`src/rtl/core/fss_pkg.sv`:
```
`timescale 1ns / 1ps
`default_nettype none
// ----------------------------------------------------------------------------
// fss_pkg
// shared types, constants and helper functions of the fuzzy subsequence scorer
// ----------------------------------------------------------------------------
package fss_pkg;

   localparam int MAX_PATTERN_DEFAULT = 64;

   localparam int CHAR_W    = 16;
   localparam int SCORE_W   = 20;
   localparam int WEIGHT_W  = 8;
   localparam int CMD_W     = 2;
   localparam int CSR_IDX_W = 3;
   localparam int NUM_WEIGHTS = 6;

   // commands
   localparam logic [CMD_W-1:0] CMD_CLEAR  = 2'd0;
   localparam logic [CMD_W-1:0] CMD_APPEND = 2'd1;
   localparam logic [CMD_W-1:0] CMD_TARGET = 2'd2;
   localparam logic [CMD_W-1:0] CMD_EMPTY  = 2'd3;

   // weight register indexes
   localparam logic [CSR_IDX_W-1:0] REG_MATCH       = 3'd0;
   localparam logic [CSR_IDX_W-1:0] REG_WORD_START  = 3'd1;
   localparam logic [CSR_IDX_W-1:0] REG_CONSECUTIVE = 3'd2;
   localparam logic [CSR_IDX_W-1:0] REG_GAP         = 3'd3;
   localparam logic [CSR_IDX_W-1:0] REG_EXACT       = 3'd4;
   localparam logic [CSR_IDX_W-1:0] REG_PREFIX      = 3'd5;

   // weight reset values
   localparam logic signed [WEIGHT_W-1:0] RST_MATCH       = 8'sd16;
   localparam logic signed [WEIGHT_W-1:0] RST_WORD_START  = 8'sd8;
   localparam logic signed [WEIGHT_W-1:0] RST_CONSECUTIVE = 8'sd4;
   localparam logic signed [WEIGHT_W-1:0] RST_GAP         = -8'sd1;
   localparam logic signed [WEIGHT_W-1:0] RST_EXACT       = 8'sd100;
   localparam logic signed [WEIGHT_W-1:0] RST_PREFIX      = 8'sd50;

   localparam logic signed [WEIGHT_W-1:0] CASE_BONUS = 8'sd2;

   localparam logic signed [SCORE_W-1:0] SCORE_ZERO = '0;
   localparam logic signed [SCORE_W-1:0] SCORE_MISS = -20'sd1;
   localparam logic signed [SCORE_W:0]   SUM_MAX    = 21'sd524287;
   localparam logic signed [SCORE_W:0]   SUM_MIN    = -21'sd524288;
   localparam logic signed [SCORE_W-1:0] SCORE_MAX  = 20'sd524287;
   localparam logic signed [SCORE_W-1:0] SCORE_MIN  = -20'sd524288;

   // character codes
   localparam logic [CHAR_W-1:0] CH_NUL     = 16'h0000;
   localparam logic [CHAR_W-1:0] CH_SPACE   = 16'h0020;
   localparam logic [CHAR_W-1:0] CH_TAB     = 16'h0009;
   localparam logic [CHAR_W-1:0] CH_DASH    = 16'h002D;
   localparam logic [CHAR_W-1:0] CH_UNDER   = 16'h005F;
   localparam logic [CHAR_W-1:0] CH_DOT     = 16'h002E;
   localparam logic [CHAR_W-1:0] CH_COLON   = 16'h003A;
   localparam logic [CHAR_W-1:0] CH_SLASH   = 16'h002F;
   localparam logic [CHAR_W-1:0] CH_UP_A    = 16'h0041;
   localparam logic [CHAR_W-1:0] CH_UP_Z    = 16'h005A;
   localparam logic [CHAR_W-1:0] CH_LO_A    = 16'h0061;
   localparam logic [CHAR_W-1:0] CH_LO_Z    = 16'h007A;
   localparam logic [CHAR_W-1:0] CASE_DELTA = 16'h0020;

   typedef struct packed {
      logic [CMD_W-1:0]  command;
      logic [CHAR_W-1:0] character;
      logic              last;
   } req_type;

   typedef struct packed {
      logic signed [SCORE_W-1:0] score;
      logic                      matched;
      logic                      pattern_overflow;
   } rsp_type;

   function automatic logic is_upper(input logic [CHAR_W-1:0] c);
      return (c >= CH_UP_A) && (c <= CH_UP_Z);
   endfunction

   function automatic logic is_lower(input logic [CHAR_W-1:0] c);
      return (c >= CH_LO_A) && (c <= CH_LO_Z);
   endfunction

   function automatic logic [CHAR_W-1:0] fold_char(input logic [CHAR_W-1:0] c);
      return is_upper(c) ? c + CASE_DELTA : c;
   endfunction

   // separator before, or a lower-to-upper camelCase step
   function automatic logic is_boundary(input logic [CHAR_W-1:0] prev,
                                        input logic [CHAR_W-1:0] curr);
      logic sep;
      sep = (prev == CH_NUL) || (prev == CH_SPACE) || (prev == CH_TAB) ||
            (prev == CH_DASH) || (prev == CH_UNDER) || (prev == CH_DOT) ||
            (prev == CH_COLON) || (prev == CH_SLASH);
      return sep || (is_lower(prev) && is_upper(curr));
   endfunction

   function automatic logic signed [SCORE_W-1:0] sat_add(
      input logic signed [SCORE_W-1:0]  a,
      input logic signed [WEIGHT_W-1:0] b);
      logic signed [SCORE_W:0] sum;
      sum = {a[SCORE_W-1], a} + {{(SCORE_W+1-WEIGHT_W){b[WEIGHT_W-1]}}, b};
      if (sum > SUM_MAX) begin
         return SCORE_MAX;
      end else if (sum < SUM_MIN) begin
         return SCORE_MIN;
      end
      return sum[SCORE_W-1:0];
   endfunction

endpackage
`default_nettype wire

```
`src/rtl/core/fss_pattern_ram.sv`:
```
`timescale 1ns / 1ps
`default_nettype none
// ----------------------------------------------------------------------------
// fss_pattern_ram
// pattern store: one write port, two registered read ports with write bypass
// ----------------------------------------------------------------------------
module fss_pattern_ram #(
   parameter int  DEPTH = fss_pkg::MAX_PATTERN_DEFAULT,
   localparam int AW    = (DEPTH > 1) ? $clog2(DEPTH) : 1
) (
   input  wire logic                        clock,
   input  wire logic                        wr_en,
   input  wire logic [AW-1:0]               wr_addr,
   input  wire logic [fss_pkg::CHAR_W-1:0]  wr_data,
   input  wire logic                        rd_en,
   input  wire logic [AW-1:0]               rd_addr_a,
   input  wire logic [AW-1:0]               rd_addr_b,
   output logic      [fss_pkg::CHAR_W-1:0]  rd_data_a,
   output logic      [fss_pkg::CHAR_W-1:0]  rd_data_b
);
   import fss_pkg::*;

   logic [CHAR_W-1:0] mem [DEPTH];
   logic [CHAR_W-1:0] rd_data_a_ff;
   logic [CHAR_W-1:0] rd_data_b_ff;

   always_ff @(posedge clock) begin
      if (wr_en) begin
         mem[wr_addr] <= wr_data;
      end
   end

   // same-cycle write wins so a fresh append is seen at once
   always_ff @(posedge clock) begin
      if (rd_en) begin
         rd_data_a_ff <= (wr_en && (wr_addr == rd_addr_a)) ? wr_data : mem[rd_addr_a];
         rd_data_b_ff <= (wr_en && (wr_addr == rd_addr_b)) ? wr_data : mem[rd_addr_b];
      end
   end

   assign rd_data_a = rd_data_a_ff;
   assign rd_data_b = rd_data_b_ff;

endmodule
`default_nettype wire

```
`src/rtl/core/fuzzy_subsequence_scorer.sv`:
```
// a word is taken into the input register and worked there; its result then waits in the result register
// throughput: one word per cycle, held back only while a result waits on rsp_ready
// the pattern char for the next step is prefetched from the store's two read ports
// reset: synchronous, active high; clears pattern length, flags, target state, weights
// the pattern store itself is not cleared and needs no clearing pass
`timescale 1ns / 1ps
`default_nettype none
// ----------------------------------------------------------------------------
// fuzzy_subsequence_scorer
// streams target chars against a stored pattern, greedy subsequence match
// with case folding, word-start, consecutive and case bonuses, gap penalty,
// and an exact or prefix bonus on the last char
// ----------------------------------------------------------------------------
module fuzzy_subsequence_scorer #(
   parameter int MAX_PATTERN = fss_pkg::MAX_PATTERN_DEFAULT
) (
   input  wire logic                          clock,
   input  wire logic                          reset,
   // request words
   input  wire logic                          req_valid,
   output logic                               req_ready,
   input  wire fss_pkg::req_type              req_payload,
   // result words
   output logic                               rsp_valid,
   input  wire logic                          rsp_ready,
   output fss_pkg::rsp_type                   rsp_payload,
   // weight registers
   input  wire logic                          csr_we,
   input  wire logic [fss_pkg::CSR_IDX_W-1:0] csr_index,
   input  wire logic [fss_pkg::WEIGHT_W-1:0]  csr_wdata
);
   import fss_pkg::*;

   localparam int AW  = (MAX_PATTERN > 1) ? $clog2(MAX_PATTERN) : 1;
   localparam int PLW = $clog2(MAX_PATTERN + 1);   // pattern length / match index
   localparam int TLW = $clog2(MAX_PATTERN + 2);   // target length, saturates at max+1
   localparam logic [PLW-1:0] PLEN_MAX = PLW'(MAX_PATTERN);
   localparam logic [TLW-1:0] TLEN_MAX = TLW'(MAX_PATTERN);

   // ---------------------------------------------------------------------
   // weight registers
   // ---------------------------------------------------------------------
   logic signed [WEIGHT_W-1:0] w_match_ff, w_word_ff, w_consec_ff;
   logic signed [WEIGHT_W-1:0] w_gap_ff, w_exact_ff, w_prefix_ff;

   always_ff @(posedge clock) begin
      if (reset) begin
         w_match_ff  <= RST_MATCH;
         w_word_ff   <= RST_WORD_START;
         w_consec_ff <= RST_CONSECUTIVE;
         w_gap_ff    <= RST_GAP;
         w_exact_ff  <= RST_EXACT;
         w_prefix_ff <= RST_PREFIX;
      end else if (csr_we) begin
         unique case (csr_index)
            REG_MATCH:       w_match_ff  <= csr_wdata;
            REG_WORD_START:  w_word_ff   <= csr_wdata;
            REG_CONSECUTIVE: w_consec_ff <= csr_wdata;
            REG_GAP:         w_gap_ff    <= csr_wdata;
            REG_EXACT:       w_exact_ff  <= csr_wdata;
            REG_PREFIX:      w_prefix_ff <= csr_wdata;
            default: ;  // indexes past the list are ignored
         endcase
      end
   end

   // ---------------------------------------------------------------------
   // input register
   // ---------------------------------------------------------------------
   logic    item_valid_ff;
   req_type item_ff;
   logic    proc;          // the registered word is worked this cycle

   assign proc      = item_valid_ff && (!rsp_valid || rsp_ready);
   assign req_ready = !item_valid_ff || proc;

   always_ff @(posedge clock) begin
      if (reset) begin
         item_valid_ff <= 1'b0;
      end else if (req_ready) begin
         item_valid_ff <= req_valid;
      end
   end

   always_ff @(posedge clock) begin
      if (req_ready && req_valid) begin
         item_ff <= req_payload;
      end
   end

   // ---------------------------------------------------------------------
   // pattern and target state
   // ---------------------------------------------------------------------
   logic [PLW-1:0]            plen_ff, plen_in;
   logic                      ovf_ff, ovf_in;
   logic [PLW-1:0]            mi_ff, mi_in;
   logic [TLW-1:0]            tlen_ff, tlen_in;
   logic signed [SCORE_W-1:0] score_ff, score_in;
   logic [CHAR_W-1:0]         prev_char_ff, prev_char_in;
   logic                      word_start_ff, word_start_in;
   logic                      prev_hit_ff, prev_hit_in;
   logic                      prefix_ok_ff, prefix_ok_in;
   // pattern char at the match index; right after a target restart it is
   // the same entry as the one at the target position, so take it from there
   logic [CHAR_W-1:0]         pat_mi_ff, pat_mi_in;
   logic                      mi_from_pos_ff, mi_from_pos_in;

   // store ports: a holds entry mi+1, b holds entry at target position
   logic              ram_we;
   logic [AW-1:0]     ram_waddr;
   logic [AW-1:0]     ram_addr_a, ram_addr_b;
   logic [CHAR_W-1:0] pat_next, pat_pos;

   fss_pattern_ram #(
      .DEPTH (MAX_PATTERN)
   ) u_pattern_ram (
      .clock     (clock),
      .wr_en     (ram_we),
      .wr_addr   (ram_waddr),
      .wr_data   (item_ff.character),
      .rd_en     (proc),
      .rd_addr_a (ram_addr_a),
      .rd_addr_b (ram_addr_b),
      .rd_data_a (pat_next),
      .rd_data_b (pat_pos)
   );

   // ---------------------------------------------------------------------
   // one target step
   // ---------------------------------------------------------------------
   logic [CHAR_W-1:0]         cur_pat, fc, prev;
   logic                      active, hit, bnd, ws_bonus, consec, same_case;
   logic                      is_target, restart;
   logic signed [SCORE_W-1:0] s_match, s_word, s_consec, s_case, s_step, s_final;
   logic [PLW-1:0]            mi_p1, mi_p2;
   logic [TLW-1:0]            tlen_p1, tlen_step, plen_ext;
   logic                      prefix_step;
   logic [PLW-1:0]            mi_step;
   logic                      emit;
   rsp_type                   rsp_in;

   always_comb begin
      is_target = (item_ff.command == CMD_TARGET);
      restart   = !is_target || item_ff.last;

      cur_pat  = mi_from_pos_ff ? pat_pos : pat_mi_ff;
      fc       = fold_char(item_ff.character);
      prev     = (tlen_ff == '0) ? CH_NUL : prev_char_ff;
      active   = (mi_ff < plen_ff);
      hit      = active && (fc == fold_char(cur_pat));
      bnd      = is_boundary(prev, item_ff.character);
      ws_bonus = word_start_ff || bnd;
      consec   = prev_hit_ff && (mi_ff != '0);
      same_case = (item_ff.character == cur_pat);

      // saturating after every add, in the same order as the scoring rules
      s_match  = sat_add(score_ff, w_match_ff);
      s_word   = ws_bonus  ? sat_add(s_match, w_word_ff)   : s_match;
      s_consec = consec    ? sat_add(s_word, w_consec_ff)  : s_word;
      s_case   = same_case ? sat_add(s_consec, CASE_BONUS) : s_consec;

      if (!active) begin
         s_step = score_ff;
      end else if (hit) begin
         s_step = s_case;
      end else begin
         s_step = sat_add(score_ff, w_gap_ff);
      end

      mi_step  = hit ? mi_ff + PLW'(1) : mi_ff;
      plen_ext = TLW'(plen_ff);
      prefix_step = prefix_ok_ff &&
                    !((tlen_ff < plen_ext) && (fc != fold_char(pat_pos)));
      tlen_step = (tlen_ff <= TLEN_MAX) ? tlen_ff + TLW'(1) : tlen_ff;

      // exact or prefix bonus on the completed target
      if (prefix_step && (tlen_step == plen_ext)) begin
         s_final = sat_add(s_step, w_exact_ff);
      end else if (prefix_step && (tlen_step > plen_ext)) begin
         s_final = sat_add(s_step, w_prefix_ff);
      end else begin
         s_final = s_step;
      end

      // next-state defaults: hold
      plen_in        = plen_ff;
      ovf_in         = ovf_ff;
      mi_in          = mi_ff;
      tlen_in        = tlen_ff;
      score_in       = score_ff;
      prev_char_in   = prev_char_ff;
      word_start_in  = word_start_ff;
      prev_hit_in    = prev_hit_ff;
      prefix_ok_in   = prefix_ok_ff;
      pat_mi_in      = pat_mi_ff;
      mi_from_pos_in = mi_from_pos_ff;
      ram_we         = 1'b0;
      ram_waddr      = plen_ff[AW-1:0];

      // prefetch addresses for the following word
      mi_p1   = mi_ff + PLW'(1);
      mi_p2   = mi_ff + PLW'(2);
      tlen_p1 = tlen_ff + TLW'(1);
      if (restart) begin
         ram_addr_a = AW'(1);
         ram_addr_b = '0;
      end else begin
         ram_addr_a = hit ? mi_p2[AW-1:0] : mi_p1[AW-1:0];
         ram_addr_b = tlen_p1[AW-1:0];
      end

      emit   = 1'b0;
      rsp_in = '{score: SCORE_ZERO, matched: 1'b1, pattern_overflow: ovf_ff};

      if (proc) begin
         case (item_ff.command)
            CMD_CLEAR: begin
               plen_in = '0;
               ovf_in  = 1'b0;
            end
            CMD_APPEND: begin
               if (plen_ff < PLEN_MAX) begin
                  ram_we  = 1'b1;
                  plen_in = plen_ff + PLW'(1);
               end else begin
                  ovf_in = 1'b1;
               end
            end
            CMD_EMPTY: begin
               emit = 1'b1;
               if (plen_ff != '0) begin
                  rsp_in.score   = SCORE_MISS;
                  rsp_in.matched = 1'b0;
               end
            end
            default: begin  // target char
               mi_in          = mi_step;
               tlen_in        = tlen_step;
               score_in       = s_step;
               prev_char_in   = item_ff.character;
               prefix_ok_in   = prefix_step;
               pat_mi_in      = hit ? pat_next : cur_pat;
               mi_from_pos_in = 1'b0;
               if (active) begin
                  prev_hit_in   = hit;
                  word_start_in = hit ? 1'b0 : bnd;
               end
               if (item_ff.last) begin
                  emit = 1'b1;
                  if (plen_ff == '0) begin
                     rsp_in.score = SCORE_ZERO;
                  end else if (mi_step < plen_ff) begin
                     rsp_in.score   = SCORE_MISS;
                     rsp_in.matched = 1'b0;
                  end else begin
                     rsp_in.score = s_final;
                  end
               end
            end
         endcase

         // every word but a mid-target char drops the target in progress
         if (restart) begin
            mi_in          = '0;
            tlen_in        = '0;
            score_in       = SCORE_ZERO;
            prev_char_in   = CH_NUL;
            word_start_in  = 1'b1;
            prev_hit_in    = 1'b0;
            prefix_ok_in   = 1'b1;
            mi_from_pos_in = 1'b1;
         end
      end
   end

   always_ff @(posedge clock) begin
      if (reset) begin
         plen_ff        <= '0;
         ovf_ff         <= 1'b0;
         mi_ff          <= '0;
         tlen_ff        <= '0;
         score_ff       <= SCORE_ZERO;
         prev_char_ff   <= CH_NUL;
         word_start_ff  <= 1'b1;
         prev_hit_ff    <= 1'b0;
         prefix_ok_ff   <= 1'b1;
         mi_from_pos_ff <= 1'b1;
      end else begin
         plen_ff        <= plen_in;
         ovf_ff         <= ovf_in;
         mi_ff          <= mi_in;
         tlen_ff        <= tlen_in;
         score_ff       <= score_in;
         prev_char_ff   <= prev_char_in;
         word_start_ff  <= word_start_in;
         prev_hit_ff    <= prev_hit_in;
         prefix_ok_ff   <= prefix_ok_in;
         mi_from_pos_ff <= mi_from_pos_in;
      end
   end

   always_ff @(posedge clock) begin
      pat_mi_ff <= pat_mi_in;
   end

   // ---------------------------------------------------------------------
   // result register
   // ---------------------------------------------------------------------
   logic    rsp_valid_ff, rsp_valid_in;
   rsp_type rsp_payload_ff;

   assign rsp_valid_in = emit || (rsp_valid_ff && !rsp_ready);

   always_ff @(posedge clock) begin
      if (reset) begin
         rsp_valid_ff <= 1'b0;
      end else begin
         rsp_valid_ff <= rsp_valid_in;
      end
   end

   always_ff @(posedge clock) begin
      if (emit) begin
         rsp_payload_ff <= rsp_in;
      end
   end

   assign rsp_valid   = rsp_valid_ff;
   assign rsp_payload = rsp_payload_ff;

endmodule
`default_nettype wire
```
`config.mk`:
```
export PLATFORM = sky130hd
export DESIGN_NAME = fuzzy_subsequence_scorer
export DESIGN_NICKNAME = d
export VERILOG_FILES = /design/src/rtl/core/fss_pkg.sv /design/src/rtl/core/fss_pattern_ram.sv /design/src/rtl/core/fuzzy_subsequence_scorer.sv
export SDC_FILE = /design/constraint.sdc
export NUM_CORES = 2
export LEC_CHECK = 0
export BUFFER_PORTS_ARGS = -buffer_cell sky130_fd_sc_hd__buf_4
export CAP_MARGIN = 25
export CORE_MARGIN = 4
export CORE_UTILIZATION = 39
export CTS_CLUSTER_SIZE = 16
export DETAILED_ROUTE_END_ITERATION = 10
export PLACE_DENSITY = 0.52
export SLEW_MARGIN = 20
export SYNTH_ARGS = -nofsm -noshare
export SYNTH_HDL_FRONTEND = slang
export SYNTH_SLANG_ARGS = --single-unit
```
`constraint.sdc`:
```
create_clock -name clock -period 16.9 [get_ports clock]
set_clock_uncertainty 0.15 [all_clocks]
set_input_delay 0.845 -clock clock [delete_from_list [all_inputs] [get_ports clock]]
set_output_delay 0.845 -clock clock [all_outputs]
set_load 0.01 [all_outputs]
```
==> impl_results.md <==
* Library cells used by synthesis at 97
* Reg-to-reg endpoint: rsp_payload[9]
* Final Hold Fails at 0
* Vias at 56,900
* Gr usage total at 0.286
* Worst slew pin tran at 1.14 ns
* Setup TNS at 0 ns
* Critical Path RT at approximately 17 ns
* Pins Over Slew Limit at 0
* FMAX at 0.0648 GHz
* Clock Latency Late Sink at about 0.8 ns
* Hold Buf Count CTS at 0
* Routed len/inst at 29.4 um
* Synthesized instance count at about 6,800
* Async set or reset register ratio after synthesis at 0
* Site Rows at 153
* Final cell count without fillers at approximately 9,100
* Total CTS buffers at 145
* Cell Area, Synth at 68,400 um^2
* Top cells by area, synth: edfxtp_1 (49%), nand2_1 (7.7%), nand3_1 (4.1%)
* Worst setup SP type: flip-flop
* Reg clk slew, reported paths at 0.06 ns
* CP max-delay cell: or4b_2
* IR drop worst, VDD at 0.0771 mV
* Post-route ant nets at 0
* Worst hold start: req_payload[14]
* Max-Cap Viols at 0
* Slew Limit Headroom at 0.234
* Outcome: complete, no violations
* Hold Path Depth at 1
* DR iter-0 viols at around 6,700
* Critical path class: reg -> reg
* Final period util at 0.913
* Critical path capture point type: flip-flop
* Launch point of the worst path: score_ff[0]
* Top FF cell, synth: edfxtp_1
* Fillers at 16,200
* DP Wirelength at 164 mm
* Largest net degree at the start of global routing at 151
* Worst Path Arrival at 15.81 ns
* Leakage at roughly 27 nW
* Routed Wire Length at 268 mm
* RSZ-0062 raised after global routing: no
* Combinational share of power at 0.053
* Clock buffer depth at 3
* Port buffer count at 58
* Clock group share of total power at 0.459
* Hold Crit Class: in -> reg
* Seq/Total Area, Yosys at 0.522
* Synth area leader: edfxtp_1
* Synth top area share at 0.489
* Clock root buffer: clkbuf_16
* CP Max Fanout at 16
* Antenna violations before repair at 15
* Vias in the first global route at 54,000
* Die height at 427 um
* Count of state elements after synthesis at 1,225
* Hold Path End: item_ff[14]
* Reg2reg start: score_ff[0]
* Dpl cells at approximately 8,900
* WHS at slightly below 0.07 ns
* Power density over the cells at 89.2 nW/um^2
* First-pass GRT wire length at 381 mm
* CP Buf/Inv Count at 5
* Final setup viols at 0
* P&R area growth vs syn at 12.1%
* Router iterations before antenna repair at 6
* P_sw at roughly 0.0016 W
* Sw Ratio at 0.234
* Routability Congestion at 0.967
* I/O pin count at 59
* CP delay by family, top: compound AO/OA/AOI/OAI gates
* Minimum clock period at around 15 ns
* Post-CTS Resized at 0
* Die area at 182,000 um^2
* Reg2Reg Setup Slack at 1.48 ns
* Share of cells above drive strength 1 at 0.115
* Mapped Nets at around 7,000
* Die width at 427 um
* Drt drc at 0
* Post-synth EDFFs at between 1,000 and 1,500
* FF-to-FF path depth at 54
* CTS tree: done
* Post-CTS setup buffer count at 0
* Syn_area_per_cell at 10.1 um^2
* YS warnings at 0
* Seq pwr share at 0.487
* Pint at 0.00523 W
* Fin util at 0.441
* Starting Density at 0.393
* Core Area at ~170,000 um^2
* Max incr delay on CP at 0.64 ns
* CTS HTree Levels at 4
* Global route total overflow at 0
* Final nets at 6,884
* Clock sinks at 1,225
* DR vias/cell at 6.23
## cells in the mapped netlist (all sizes together), types with 77 or more instances
library cell / count
mux2: 131
nor3: 77
o21ai: 234
nor2: 309
and2: 88
ha: 157
a21oi: 322
and3: 133
a311oi: 175
buf: 108
inv: 77
nand3: 561
a211oi: 195
o221ai: 104
mux2i: 140
o22ai: 83
clkbuf: 406
a31oi: 136
xnor2: 97
edfxtp: 1113
dfxtp: 112
nand2: 1398
## worst register-to-register path: cells and delay by family, from the launching register on
| kind | cells | cell delay, ns |
|---|---|---|
| adders and majority gates | 7 | 2.27 |
| and+or+nand+nor | 10 | 3.26 |
| AOI/OAI and AO/OA | 30 | 7.85 |
| muxes | 2 | 0.45 |
| DFF | 1 | 0.34 |
| buffers and inverters | 5 | 0.86 |
## routing by layer
layer,part of all wire,track usage,up-vias,wire [um]
met1,0.40,0.362,28300,107000
met3,0.077,0.0514,596,20600
li1,-,-,25400,-
met5,0.000097,0,-,26
met2,0.47,0.467,2650,126000
met4,0.056,0.151,4,15100
## final cells by class
cell class / instances / area (um^2) / share of cell area
diodes: 8 / 20.0 / 0.000261
clock buffers: 186 / 3900 / 0.0508
clock inverters: 77 / 803 / 0.0105
inverters: 78 / 295 / 0.00385
multi-input cells: 4973 / 30900 / 0.403
flip-flops and latches: 1225 / 35700 / 0.465
well taps: 2325 / 2910 / 0.0380
repair buffers: 263 / 2150 / 0.0280
## sequential cells by signal, summed over array words and instances (netlist names), 8 cells and up
register and count:
w_prefix_ff 8, u_pattern_ram.rd_data_a 16, w_exact_ff 8, w_gap_ff 8, pat_mi_ff 16, score_ff 20
u_pattern_ram.mem 1024, rsp_payload 22, prev_char_ff 16, w_consec_ff 8, u_pattern_ram.rd_data_b 16, w_word_ff 8
item_ff 19, w_match_ff 8
## logic make-up (layout without fill, tap and decap cells)
logic type	count (synthesis)	count (layout)	share of synthesized area
compound gates	1592	1592	0.160
xor+xnor	151	151	0.0193
fa+ha+maj	188	188	0.0342
buf+inv	592	604	0.0339
flops	1225	1225	0.522
mux	304	304	0.0529
other cells	0	8	0
simple gates	2738	2738	0.178
## placed cells by master (no fill, tap or decap), types with 25 or more instances in the layout
cell       count
a211oi_1     195
a21o_1        54
a21oi_1      321
a22oi_1       30
a311oi_1     168
a31oi_1      135
and2_1        86
and3_1       133
buf_4        244
clkbuf_1      33
clkbuf_16    148
clkinv_1      31
dfxtp_1      111
edfxtp_1    1113
ha_1         156
inv_1         73
maj3_1        25
mux2_2       131
mux2i_1      140
mux4_2        33
nand2_1     1393
nand3_1      561
nand4_1       30
nor2_1       236
nor2_2        53
nor3_1        74
o211ai_1      64
o21a_1        33
o21ai_0      229
o221ai_1     104
o22ai_1       83
xnor2_1       94
xor2_1        51
## through the flow
step	setup slack, ns	instance area (um^2)	power, W
after floorplan	3.01	68400	0.00360
after global placement	1.65	71800	0.00375
after detailed placement	1.60	71900	0.00375
after CTS	1.57	76600	0.00688
after global routing	0.466	76600	0.00702
final	1.48	76700	0.00683
## worst max path at each step
stage | end | slack [ns] | depth (start not counted)
finish | rsp_payload[9] | 1.48 | 54
global route | rsp_payload[9] | 0.47 | 56
CTS | rsp_payload[9] | 1.57 | 54
detailed placement | rsp_payload[9] | 1.60 | 54
global placement | rsp_payload[9] | 1.65 | 54
floorplan | rsp_payload[4] | 3.01 | 54
## power by group through the flow
stage	Clock [W]	Combinational, W	Sequential [W]
3_5_place_dp	0	0.000360	0.00339
3_3_place_gp	0	0.000358	0.00339
4_1_cts	0.00319	0.000361	0.00333
5_1_grt	0.00330	0.000387	0.00333
6_report	0.00314	0.000365	0.00333
2_1_floorplan	0	0.000193	0.00341
Power figures use the tool's default switching activity.
